File: src/rtl/ppp_pkg.sv
// Shared types and constants for the polyline path point and parameter core.
// Used by ppp_ctrl, ppp_dp and the top level; depends on nothing.
package ppp_pkg;

    localparam int CRD_W     = 24;
    localparam int PAR_W     = 17;
    localparam int DIF_W     = 25;
    localparam int MUL_W     = 26;
    localparam int PRD_W     = 52;
    localparam int DST_W     = 51;
    localparam int PROJ_BITS = 16;
    localparam int FD_BITS   = 27;
    localparam int CNT_W     = 5;
    localparam logic [PAR_W-1:0] ONE_Q16 = 17'd65536;

    typedef enum logic [1:0] {
        REQ_ADD     = 2'd0,
        REQ_POS     = 2'd1,
        REQ_CLOSEST = 2'd2,
        REQ_NONE    = 2'd3
    } t_req;

    typedef enum logic [1:0] {
        ST_OK    = 2'd0,
        ST_FULL  = 2'd1,
        ST_SHORT = 2'd2
    } t_status;

    typedef enum logic [1:0] {
        TC_ZERO,
        TC_ONE,
        TC_DIV
    } t_tcase;

    typedef enum logic [5:0] {
        OP_NONE,
        OP_LOAD,
        OP_ADD,
        OP_SHORT,
        OP_ZERO,
        OP_POS_T,
        OP_POS_RA,
        OP_POS_R0,
        OP_POS_R1,
        OP_POS_W,
        OP_POS_D,
        OP_POS_MX,
        OP_POS_MY,
        OP_POS_FIN,
        OP_CL_R0,
        OP_CL_R1,
        OP_CL_B,
        OP_CL_D,
        OP_CL_M1,
        OP_CL_M2,
        OP_CL_M3,
        OP_CL_M4,
        OP_CL_M5,
        OP_CL_T,
        OP_CL_DIV,
        OP_CL_CX,
        OP_CL_CY,
        OP_CL_EX,
        OP_CL_EY,
        OP_CL_CMP,
        OP_CL_NEXT,
        OP_FD_INIT,
        OP_FD,
        OP_FD_END,
        OP_EMIT
    } t_op;

    typedef enum logic [4:0] {
        S_IDLE,
        S_DISP,
        S_POS_RA,
        S_POS_R0,
        S_POS_R1,
        S_POS_W,
        S_POS_D,
        S_POS_MX,
        S_POS_MY,
        S_POS_FIN,
        S_CL_R1,
        S_CL_B,
        S_CL_D,
        S_CL_M1,
        S_CL_M2,
        S_CL_M3,
        S_CL_M4,
        S_CL_M5,
        S_CL_T,
        S_CL_DIV,
        S_CL_CX,
        S_CL_CY,
        S_CL_EX,
        S_CL_EY,
        S_CL_CMP,
        S_CL_NEXT,
        S_FD_INIT,
        S_FD,
        S_FD_END,
        S_DONE
    } t_state;

    typedef struct packed {
        t_op op;
    } t_cmd;

    typedef struct packed {
        t_req   req;
        logic   full;
        logic   short_path;
        logic   seg_last;
        t_tcase tcase;
        logic   proj_last;
        logic   fd_last;
        logic   out_free;
    } t_stat;

endpackage

File: src/rtl/ppp_ctrl.sv
// Sequencer for the polyline core: walks each request through the datapath.
// Depends on ppp_pkg.
module ppp_ctrl (
    input  logic           i_clk,
    input  logic           i_rst_n,
    input  logic           i_valid,
    output logic           o_stall,
    input  ppp_pkg::t_stat i_st,
    output ppp_pkg::t_cmd  o_cmd
);

    ppp_pkg::t_state r_state, n_state;

    always_ff @(posedge i_clk) begin
        if (!i_rst_n) begin
            r_state <= ppp_pkg::S_IDLE;
        end else begin
            r_state <= n_state;
        end
    end

    always_comb begin
        n_state   = r_state;
        o_cmd.op  = ppp_pkg::OP_NONE;
        o_stall   = 1'b1;
        unique case (r_state)
            ppp_pkg::S_IDLE: begin
                o_stall = 1'b0;
                if (i_valid) begin
                    o_cmd.op = ppp_pkg::OP_LOAD;
                    n_state  = ppp_pkg::S_DISP;
                end
            end
            ppp_pkg::S_DISP: begin
                unique case (i_st.req)
                    ppp_pkg::REQ_ADD: begin
                        o_cmd.op = ppp_pkg::OP_ADD;
                        n_state  = ppp_pkg::S_DONE;
                    end
                    ppp_pkg::REQ_POS: begin
                        if (i_st.short_path) begin
                            o_cmd.op = ppp_pkg::OP_SHORT;
                            n_state  = ppp_pkg::S_DONE;
                        end else begin
                            o_cmd.op = ppp_pkg::OP_POS_T;
                            n_state  = ppp_pkg::S_POS_RA;
                        end
                    end
                    ppp_pkg::REQ_CLOSEST: begin
                        if (i_st.short_path) begin
                            o_cmd.op = ppp_pkg::OP_SHORT;
                            n_state  = ppp_pkg::S_DONE;
                        end else begin
                            o_cmd.op = ppp_pkg::OP_CL_R0;
                            n_state  = ppp_pkg::S_CL_R1;
                        end
                    end
                    default: begin
                        o_cmd.op = ppp_pkg::OP_ZERO;
                        n_state  = ppp_pkg::S_DONE;
                    end
                endcase
            end
            ppp_pkg::S_POS_RA: begin
                o_cmd.op = ppp_pkg::OP_POS_RA;
                n_state  = ppp_pkg::S_POS_R0;
            end
            ppp_pkg::S_POS_R0: begin
                o_cmd.op = ppp_pkg::OP_POS_R0;
                n_state  = ppp_pkg::S_POS_R1;
            end
            ppp_pkg::S_POS_R1: begin
                o_cmd.op = ppp_pkg::OP_POS_R1;
                n_state  = ppp_pkg::S_POS_W;
            end
            ppp_pkg::S_POS_W: begin
                o_cmd.op = ppp_pkg::OP_POS_W;
                n_state  = ppp_pkg::S_POS_D;
            end
            ppp_pkg::S_POS_D: begin
                o_cmd.op = ppp_pkg::OP_POS_D;
                n_state  = ppp_pkg::S_POS_MX;
            end
            ppp_pkg::S_POS_MX: begin
                o_cmd.op = ppp_pkg::OP_POS_MX;
                n_state  = ppp_pkg::S_POS_MY;
            end
            ppp_pkg::S_POS_MY: begin
                o_cmd.op = ppp_pkg::OP_POS_MY;
                n_state  = ppp_pkg::S_POS_FIN;
            end
            ppp_pkg::S_POS_FIN: begin
                o_cmd.op = ppp_pkg::OP_POS_FIN;
                n_state  = ppp_pkg::S_DONE;
            end
            ppp_pkg::S_CL_R1: begin
                o_cmd.op = ppp_pkg::OP_CL_R1;
                n_state  = ppp_pkg::S_CL_B;
            end
            ppp_pkg::S_CL_B: begin
                o_cmd.op = ppp_pkg::OP_CL_B;
                n_state  = ppp_pkg::S_CL_D;
            end
            ppp_pkg::S_CL_D: begin
                o_cmd.op = ppp_pkg::OP_CL_D;
                n_state  = ppp_pkg::S_CL_M1;
            end
            ppp_pkg::S_CL_M1: begin
                o_cmd.op = ppp_pkg::OP_CL_M1;
                n_state  = ppp_pkg::S_CL_M2;
            end
            ppp_pkg::S_CL_M2: begin
                o_cmd.op = ppp_pkg::OP_CL_M2;
                n_state  = ppp_pkg::S_CL_M3;
            end
            ppp_pkg::S_CL_M3: begin
                o_cmd.op = ppp_pkg::OP_CL_M3;
                n_state  = ppp_pkg::S_CL_M4;
            end
            ppp_pkg::S_CL_M4: begin
                o_cmd.op = ppp_pkg::OP_CL_M4;
                n_state  = ppp_pkg::S_CL_M5;
            end
            ppp_pkg::S_CL_M5: begin
                o_cmd.op = ppp_pkg::OP_CL_M5;
                n_state  = ppp_pkg::S_CL_T;
            end
            ppp_pkg::S_CL_T: begin
                o_cmd.op = ppp_pkg::OP_CL_T;
                n_state  = (i_st.tcase == ppp_pkg::TC_DIV) ? ppp_pkg::S_CL_DIV
                                                           : ppp_pkg::S_CL_CX;
            end
            ppp_pkg::S_CL_DIV: begin
                o_cmd.op = ppp_pkg::OP_CL_DIV;
                if (i_st.proj_last) begin
                    n_state = ppp_pkg::S_CL_CX;
                end
            end
            ppp_pkg::S_CL_CX: begin
                o_cmd.op = ppp_pkg::OP_CL_CX;
                n_state  = ppp_pkg::S_CL_CY;
            end
            ppp_pkg::S_CL_CY: begin
                o_cmd.op = ppp_pkg::OP_CL_CY;
                n_state  = ppp_pkg::S_CL_EX;
            end
            ppp_pkg::S_CL_EX: begin
                o_cmd.op = ppp_pkg::OP_CL_EX;
                n_state  = ppp_pkg::S_CL_EY;
            end
            ppp_pkg::S_CL_EY: begin
                o_cmd.op = ppp_pkg::OP_CL_EY;
                n_state  = ppp_pkg::S_CL_CMP;
            end
            ppp_pkg::S_CL_CMP: begin
                o_cmd.op = ppp_pkg::OP_CL_CMP;
                n_state  = i_st.seg_last ? ppp_pkg::S_FD_INIT : ppp_pkg::S_CL_NEXT;
            end
            ppp_pkg::S_CL_NEXT: begin
                o_cmd.op = ppp_pkg::OP_CL_NEXT;
                n_state  = ppp_pkg::S_CL_B;
            end
            ppp_pkg::S_FD_INIT: begin
                o_cmd.op = ppp_pkg::OP_FD_INIT;
                n_state  = ppp_pkg::S_FD;
            end
            ppp_pkg::S_FD: begin
                o_cmd.op = ppp_pkg::OP_FD;
                if (i_st.fd_last) begin
                    n_state = ppp_pkg::S_FD_END;
                end
            end
            ppp_pkg::S_FD_END: begin
                o_cmd.op = ppp_pkg::OP_FD_END;
                n_state  = ppp_pkg::S_DONE;
            end
            ppp_pkg::S_DONE: begin
                if (i_st.out_free) begin
                    o_cmd.op = ppp_pkg::OP_EMIT;
                    n_state  = ppp_pkg::S_IDLE;
                end
            end
            default: begin
                n_state = ppp_pkg::S_IDLE;
            end
        endcase
    end

endmodule

File: config.mk
export PLATFORM = sky130hd
export DESIGN_NAME = ppp_ctrl
export DESIGN_NICKNAME = d
export VERILOG_FILES = /design/src/rtl/ppp_pkg.sv /design/src/rtl/ppp_ctrl.sv
export SDC_FILE = /design/constraint.sdc
export NUM_CORES = 1
export LEC_CHECK = 0
export BUFFER_PORTS_ARGS = -buffer_cell sky130_fd_sc_hd__buf_2
export CORE_ASPECT_RATIO = 0.8
export CORE_MARGIN = 2
export CORE_UTILIZATION = 35
export DETAILED_ROUTE_END_ITERATION = 8
export PLACE_DENSITY_LB_ADDON = 0.05
export SLEW_MARGIN = 20
export SYNTH_ARGS = -nofsm -noshare
export SYNTH_HDL_FRONTEND = slang
export SYNTH_SLANG_ARGS = --single-unit
File: constraint.sdc
create_clock -name i_clk -period 1.5 [get_ports i_clk]
set_input_delay 0.3 -clock i_clk [delete_from_list [all_inputs] [get_ports i_clk]]
set_output_delay 0.3 -clock i_clk [all_outputs]
set_load 0.005 [all_outputs]
==> flow_metrics.tcl, run 1 <==
set metrics [dict create \
    crit_type "reg -> out" \
    boundaryPins 20 \
    area.growth.synth_to_final_pct 58.8 \
    syn_avg_cell_area_um2 7.08 \
    min_period_over_period 1.20 \
    antenna_cells_inserted 0 \
    critical_path.top_delay_family "simple AND/OR/NAND/NOR gates" \
    netlist-cell-type-count 51 \
    critical_path_buf_inv_count 1 \
    timing.slew.headroom 0.781 \
    crit_path_cell_trace "or3_4 -> nor3_4 -> nand2b_1 -> o21ai_1 -> buf_2" \
    largest_register_ff_count 5 \
    power_density_nw_per_um2 1940 \
    routed-via-count 1193 \
    first_pass_grt_wire_length_mm 4.99 \
    tightest_slew_ns 0.326 \
    critical_path.startpoint_type "register" \
    yosys_most_used_dff "sky130_fd_sc_hd__dfxtp_1" \
    number_of_enable_flip_flop_cells_after_synthesis 0 \
    worstPathMaxFanout 3 \
    synth-async-reset-ratio 0 \
    drt_first_iter_violations 76 \
    failed_checks "negative setup slack" \
    drt_wl_total_mm 3.03 \
    final.setup_skew_ns 0.00478 \
    drtPass1Iterations 4 \
    via_count_of_the_first_global_routing_pass 1079 \
    initial_core_util 0.371 \
    postSynthCellCount 130 \
    postRouteAntennaNets 0 \
    p_leak_nw 0.621 \
    grt_max_degree 20 \
    hold_viol_final 0 \
    buffer_ports.inserted 18 \
    insertion_delay_ns 0.24 \
    layout_top_registers "r_state: 5 flops" \
    rsz0062_at_grt "yes" \
    clock_sinks 5 \
    drive_gt1_frac 0.495 \
    hold_path.class "in -> reg" \
    tritoncts.num_buffers 3 \
    clk_pin_slew_ns 0.04 \
    highest_ir_drop_seen_on_vdd_v 0.000738 \
    timing.critical_path.required_ns 1.20 \
    antenna_found_initial 0 \
    place_hpwl_mm 2.29 \
    synthesis.nets 147 \
    clock_tree.root_cell "sky130_fd_sc_hd__clkbuf_4" \
    critPathMaxStageDelay_ns 0.41 \
    maxSlewViolCount 0 \
    yosysWarnings 0 \
    globalRouteOverflowTotal 0 \
    clock_tree.buffer_depth 2 \
    viasPerCell 5.47 \
    synth.ff_latch_count 5 \
    cts_tree "yes" \
    cts.htree.levels 1 \
    setup_viol 7 \
    cell_rows 16 \
    finalCriticalPeriod_ns 1.80 \
    gp_congestion 0.908 \
    synth_sequential_area_ratio 0.109 \
    fin_util 0.589 \
    layout.cell_area.non_filler_um2 1460 \
    final_worst_setup_slack_ns -0.297 \
    die-area_um2 3060 \
    syn_area_um2 921 \
    status "finished, violations left" \
    cp.arrival_ns 1.50 \
    cts_hold_repair.buffers 0 \
    wire_per_inst_um 13.9 \
    net_count_reported_at_finish 200 \
    coreArea_um2 2480 \
    cap_viol_max_count 0 \
    postPlaceCellArea_um2 1260 \
    max_clk_rate_mhz 556 \
    setup.worst_path.end_class "output pin" \
    gr-usage-all-layers 0.213 \
    critical-path-slowest-cell "sky130_fd_sc_hd__or3_4" \
    drt_drc_violations_left 0 \
    register_name_with_the_most_flops "r_state" \
    die_w_um 61.4 \
    fp.dieH_um 49.9 \
]
## cells in the mapped netlist (3+ instances only)
library cell               number  share of area
sky130_fd_sc_hd__a21oi_1       12          0.065
sky130_fd_sc_hd__a31oi_1        4          0.027
sky130_fd_sc_hd__and3_1         4          0.027
sky130_fd_sc_hd__buf_2          5          0.027
sky130_fd_sc_hd__buf_6          3          0.037
sky130_fd_sc_hd__dfxtp_1        5           0.11
sky130_fd_sc_hd__ha_1           4          0.054
sky130_fd_sc_hd__inv_1          7          0.029
sky130_fd_sc_hd__nand2_1        5          0.020
sky130_fd_sc_hd__nand2b_1       4          0.027
sky130_fd_sc_hd__nand3_1        4          0.022
sky130_fd_sc_hd__nand3b_1       3          0.024
sky130_fd_sc_hd__nor2_1         6          0.024
sky130_fd_sc_hd__nor2b_1        4          0.027
sky130_fd_sc_hd__nor3_1         3          0.016
sky130_fd_sc_hd__o21ai_0       14          0.076
sky130_fd_sc_hd__o21ai_1        3          0.016
## worst min-delay path: stages
cell and delay [ns]:
sky130_fd_sc_hd__buf_2 0.07, sky130_fd_sc_hd__inv_1 0.09, sky130_fd_sc_hd__a21oi_2 0.12
## worst paths after layout
| check | startpoint | to | slack [ns] | cells past startpoint |
|---|---|---|---|---|
| worst max-delay path | r_state[1]$_SDFFE_PN0P_ | o_cmd[3] | -0.30 | 5 |
| worst min-delay path | i_rst_n | r_state[3]$_SDFFE_PN0P_ | 0.39 | 3 |
| worst min register to register | r_state[0]$_SDFFE_PN0P_ | r_state[4]$_SDFFE_PN0P_ | 0.71 | 3 |
| worst max register to register | r_state[4]$_SDFFE_PN0P_ | r_state[2]$_SDFFE_PN0P_ | 0.04 | 7 |
## cells in the final DEF, fill, tap and decap left out, drive strengths merged, types with 2 or more instances in the layout
| master | n |
|---|---|
| and4 | 2 |
| nor2 | 8 |
| a31oi | 4 |
| a21oi | 12 |
| buf | 58 |
| inv | 7 |
| dfxtp | 5 |
| nor3 | 4 |
| nand3 | 4 |
| nand4b | 2 |
| and2 | 2 |
| a311oi | 2 |
| o21ai | 17 |
| clkbuf | 4 |
| nor2b | 4 |
| a2111oi | 2 |
| nand3b | 3 |
| nand2b | 4 |
| ha | 4 |
| a211oi | 3 |
| nand2 | 5 |
| and3 | 4 |
## logic make-up (layout without fill, tap and decap cells)
group,after synthesis,in the layout,share of synthesized area
compound gates,54,54,0.387
xor+xnor,2,2,0.0190
fa+ha+maj,4,4,0.0543
buf+inv,17,69,0.109
flops,5,5,0.109
mux,1,1,0.0109
simple gates,47,47,0.311
## power by group
part	internal [mW]	total [mW]	leakage [nW]	switching, mW
combinational	1.24	2.40	0.563	1.16
sequential	0.208	0.285	0.0433	0.0777
clock	0.100	0.151	0.0150	0.0508
total	1.55	2.84	0.621	1.29
## per-layer routing
| layer | global-route usage | vias to the layer above | routed length (µm) |
|---|---|---|---|
| met2 | 0.321 | 26 | 1380 |
| met1 | 0.318 | 567 | 1510 |
| met4 | 0.0284 | 0 | 38 |
| met3 | 0.0394 | 4 | 105 |
| li1 | - | 596 | - |
| met5 | 0 | - | 0 |
## cell type report
class | instances | area (µm²)
clock buffers | 4 | 26.3
fillers | 253 | 1020
inverters | 7 | 26.3
multi-input cells | 108 | 836
flip-flops and latches | 5 | 109
well taps | 36 | 45.0
repair buffers | 58 | 420
## timing repair
action                                  in CTS  in global routing
gates resized for setup                     26                 19
setup buffers                                3                  0
endpoints found under the setup margin      10                 12
pin swaps                                    6                  8
## metrics by stage
stage | hold WS, ns | setup TNS [ns] | std cells | total power, mW | setup WS, ns
2_1_floorplan | 0.483 | 0 | 130 | 1.42 | 0.0470
5_1_grt | 0.402 | -1.94 | 218 | 3.07 | -0.358
3_5_place_dp | 0.652 | -1.33 | 211 | 2.26 | -0.265
3_3_place_gp | 0.641 | -1.15 | 211 | 2.25 | -0.234
6_report | 0.388 | -1.30 | 218 | 2.84 | -0.297
4_1_cts | 0.390 | -1.51 | 218 | 2.68 | -0.345
(Power assumes the default switching activity.)
==> run 2: changes to the inputs <==
PLACE_DENSITY_LB_ADDON = 0.3   (was 0.05)
==> run 2 against run 1 <==
The run still ends with negative setup slack left. Largest cell class unchanged. Register-to-register slack worse by 0.10 ns. Cell count shrank 1.8%. Final area down 4.1%. Critical path type unchanged. Worst setup slack lost 0.013 ns. Critical path depth unchanged. Utilization shrank 2.4 points.
==> flow_metrics.tcl, run 2 (synthesis results as in run 1) <==
set metrics [dict create \
    status "finished, violations left" \
    failed_checks "negative setup slack" \
    maxSlewViolCount 0 \
    register_name_with_the_most_flops "r_state" \
    finalCriticalPeriod_ns 1.81 \
    final.setup_skew_ns 0.00211 \
    critPathMaxStageDelay_ns 0.32 \
    final_worst_setup_slack_ns -0.310 \
    rsz0062_at_grt "yes" \
    worstPathMaxFanout 19 \
    r2r_start "r_state[3]$_SDFFE_PN0P_" \
    crit_type "reg -> out" \
    first_pass_grt_wire_length_mm 5.02 \
    drtPass1Iterations 4 \
    gr-usage-all-layers 0.216 \
    highest_ir_drop_seen_on_vdd_v 0.000935 \
    p_leak_nw 0.600 \
    tightest_slew_ns 0.346 \
    die-area_um2 3060 \
    drive_gt1_frac 0.455 \
    r2r_slack_ns -0.06 \
    timing.critical_path.required_ns 1.20 \
    wire_per_inst_um 15.3 \
    buffer_ports.inserted 18 \
    final_cell_mix "32 x sky130_fd_sc_hd__buf_4, 18 x sky130_fd_sc_hd__buf_2, 12 x sky130_fd_sc_hd__a21oi_1, 10 x sky130_fd_sc_hd__o21ai_0" \
    antenna_found_initial 0 \
    postRouteAntennaNets 0 \
    die_w_um 61.4 \
    largest_register_ff_count 5 \
    insertion_delay_ns 0.24 \
    hold_path.class "in -> reg" \
    clock_sinks 5 \
    hold_viol_final 0 \
    clock_tree.buffer_depth 2 \
    area.growth.synth_to_final_pct 52.3 \
    globalRouteOverflowTotal 0 \
    power_density_nw_per_um2 1970 \
    timing.slew.headroom 0.767 \
    viasPerCell 5.71 \
    max_clk_rate_mhz 552 \
    pre_cts_ws_ns -0.282 \
    cts_hold_repair.buffers 0 \
    gp_congestion 0.910 \
    clock_tree.root_cell "sky130_fd_sc_hd__clkbuf_4" \
    clk_pin_slew_ns 0.04 \
    fp.dieH_um 49.9 \
    cts_tree "yes" \
    min_period_over_period 1.21 \
    fin_util 0.565 \
    cap_viol_max_count 0 \
    endpoint "o_cmd[1]" \
    critical_path.startpoint_type "register" \
    cts.htree.levels 1 \
    worstReg2RegEnd "r_state[2]$_SDFFE_PN0P_" \
    ff2ff_path_depth 5 \
    initial_core_util 0.371 \
    coreArea_um2 2480 \
    crit_path_cell_trace "buf_4 -> nand3_1 -> a21oi_1 -> o32ai_2 -> buf_2" \
    critical_path_buf_inv_count 2 \
    number_of_stages_on_the_worst_hold_path 3 \
    setup_viol 9 \
    place_hpwl_mm 2.39 \
    drt_drc_violations_left 0 \
    drt_first_iter_violations 66 \
    net_count_reported_at_finish 196 \
    setup.worst_path.end_class "output pin" \
    via_count_of_the_first_global_routing_pass 1110 \
    drt_wl_total_mm 3.27 \
    tritoncts.num_buffers 3 \
    cp.arrival_ns 1.51 \
    layout.cells.most_common "sky130_fd_sc_hd__buf_4" \
    worstSetupStartpoint "r_state[3]$_SDFFE_PN0P_" \
    routed-via-count 1223 \
    timing.critical_path.depth 5 \
    boundaryPins 20 \
    critical-path-slowest-cell "sky130_fd_sc_hd__dfxtp_2" \
    grt_max_degree 20 \
    cell_rows 16 \
    critical_path.top_delay_family "buffers and inverters" \
    layout_top_registers "r_state: 5 flops" \
    antenna_cells_inserted 0 \
]
[run 2: cell types whose count changed in the layout (fill, tap and decap cells not counted), sizes merged]
cell	previous run	this run
buf	58	54
[run 2: worst min path at each step]
stage / start / end / slack, ns
2_1_floorplan: i_rst_n / r_state[1]$_SDFFE_PN0P_ / 0.48
3_3_place_gp: i_rst_n / r_state[3]$_SDFFE_PN0P_ / 0.61
3_5_place_dp: i_rst_n / r_state[3]$_SDFFE_PN0P_ / 0.62
4_1_cts: i_rst_n / r_state[3]$_SDFFE_PN0P_ / 0.37
5_1_grt: i_rst_n / r_state[4]$_SDFFE_PN0P_ / 0.39
6_report: i_rst_n / r_state[3]$_SDFFE_PN0P_ / 0.37
[run 2: layout make-up]
class                      count  area (µm²)
fill                         257        1080
sequential                     5         109
multi-input combinational    108         800
inverter                       7        26.3
clock buffer                   4        26.3
tap                           36        45.0
timing repair buffer          54         397
[run 2: timing repair]
action / in CTS / in global routing
pin swaps: 3 / 9
endpoints found under the setup margin: 9 / 12
gates cloned: 0 / 1
resized for setup: 12 / 23
setup buffers: 2 / 1
[run 2: worst register-to-register path: stages, from the launching register on]
cell                       delay, ns
sky130_fd_sc_hd__dfxtp_2        0.32
sky130_fd_sc_hd__buf_4          0.27
sky130_fd_sc_hd__nand3_1        0.20
sky130_fd_sc_hd__or2_1          0.28
sky130_fd_sc_hd__a31o_1         0.24
sky130_fd_sc_hd__o2111a_1       0.14
[run 2: through the flow]
step | power [mW] | area [µm²] | TNS, ns | instances | hold slack, ns
2_1_floorplan | 1.42 | 921 | 0 | 130 | 0.483
3_3_place_gp | 2.22 | 1250 | -1.19 | 207 | 0.614
3_5_place_dp | 2.27 | 1250 | -1.62 | 207 | 0.616
4_1_cts | 2.59 | 1330 | -2.05 | 213 | 0.366
5_1_grt | 3.00 | 1400 | -2.41 | 214 | 0.394
6_report | 2.77 | 1400 | -1.53 | 214 | 0.372
[run 2: layer usage]
layer,vias up,part of all wire,global-route usage
met2,41,0.48,0.346
met4,0,0.0024,0.0177
met3,2,0.072,0.0394
li1,588,-,-
met5,-,0,0
met1,592,0.45,0.311
[run 2: power breakdown]
group | switching, mW | internal, mW | total (mW)
Combinational | 1.14 | 1.18 | 2.32
Sequential | 0.0897 | 0.210 | 0.300
Clock | 0.0497 | 0.100 | 0.150
Total | 1.28 | 1.49 | 2.77
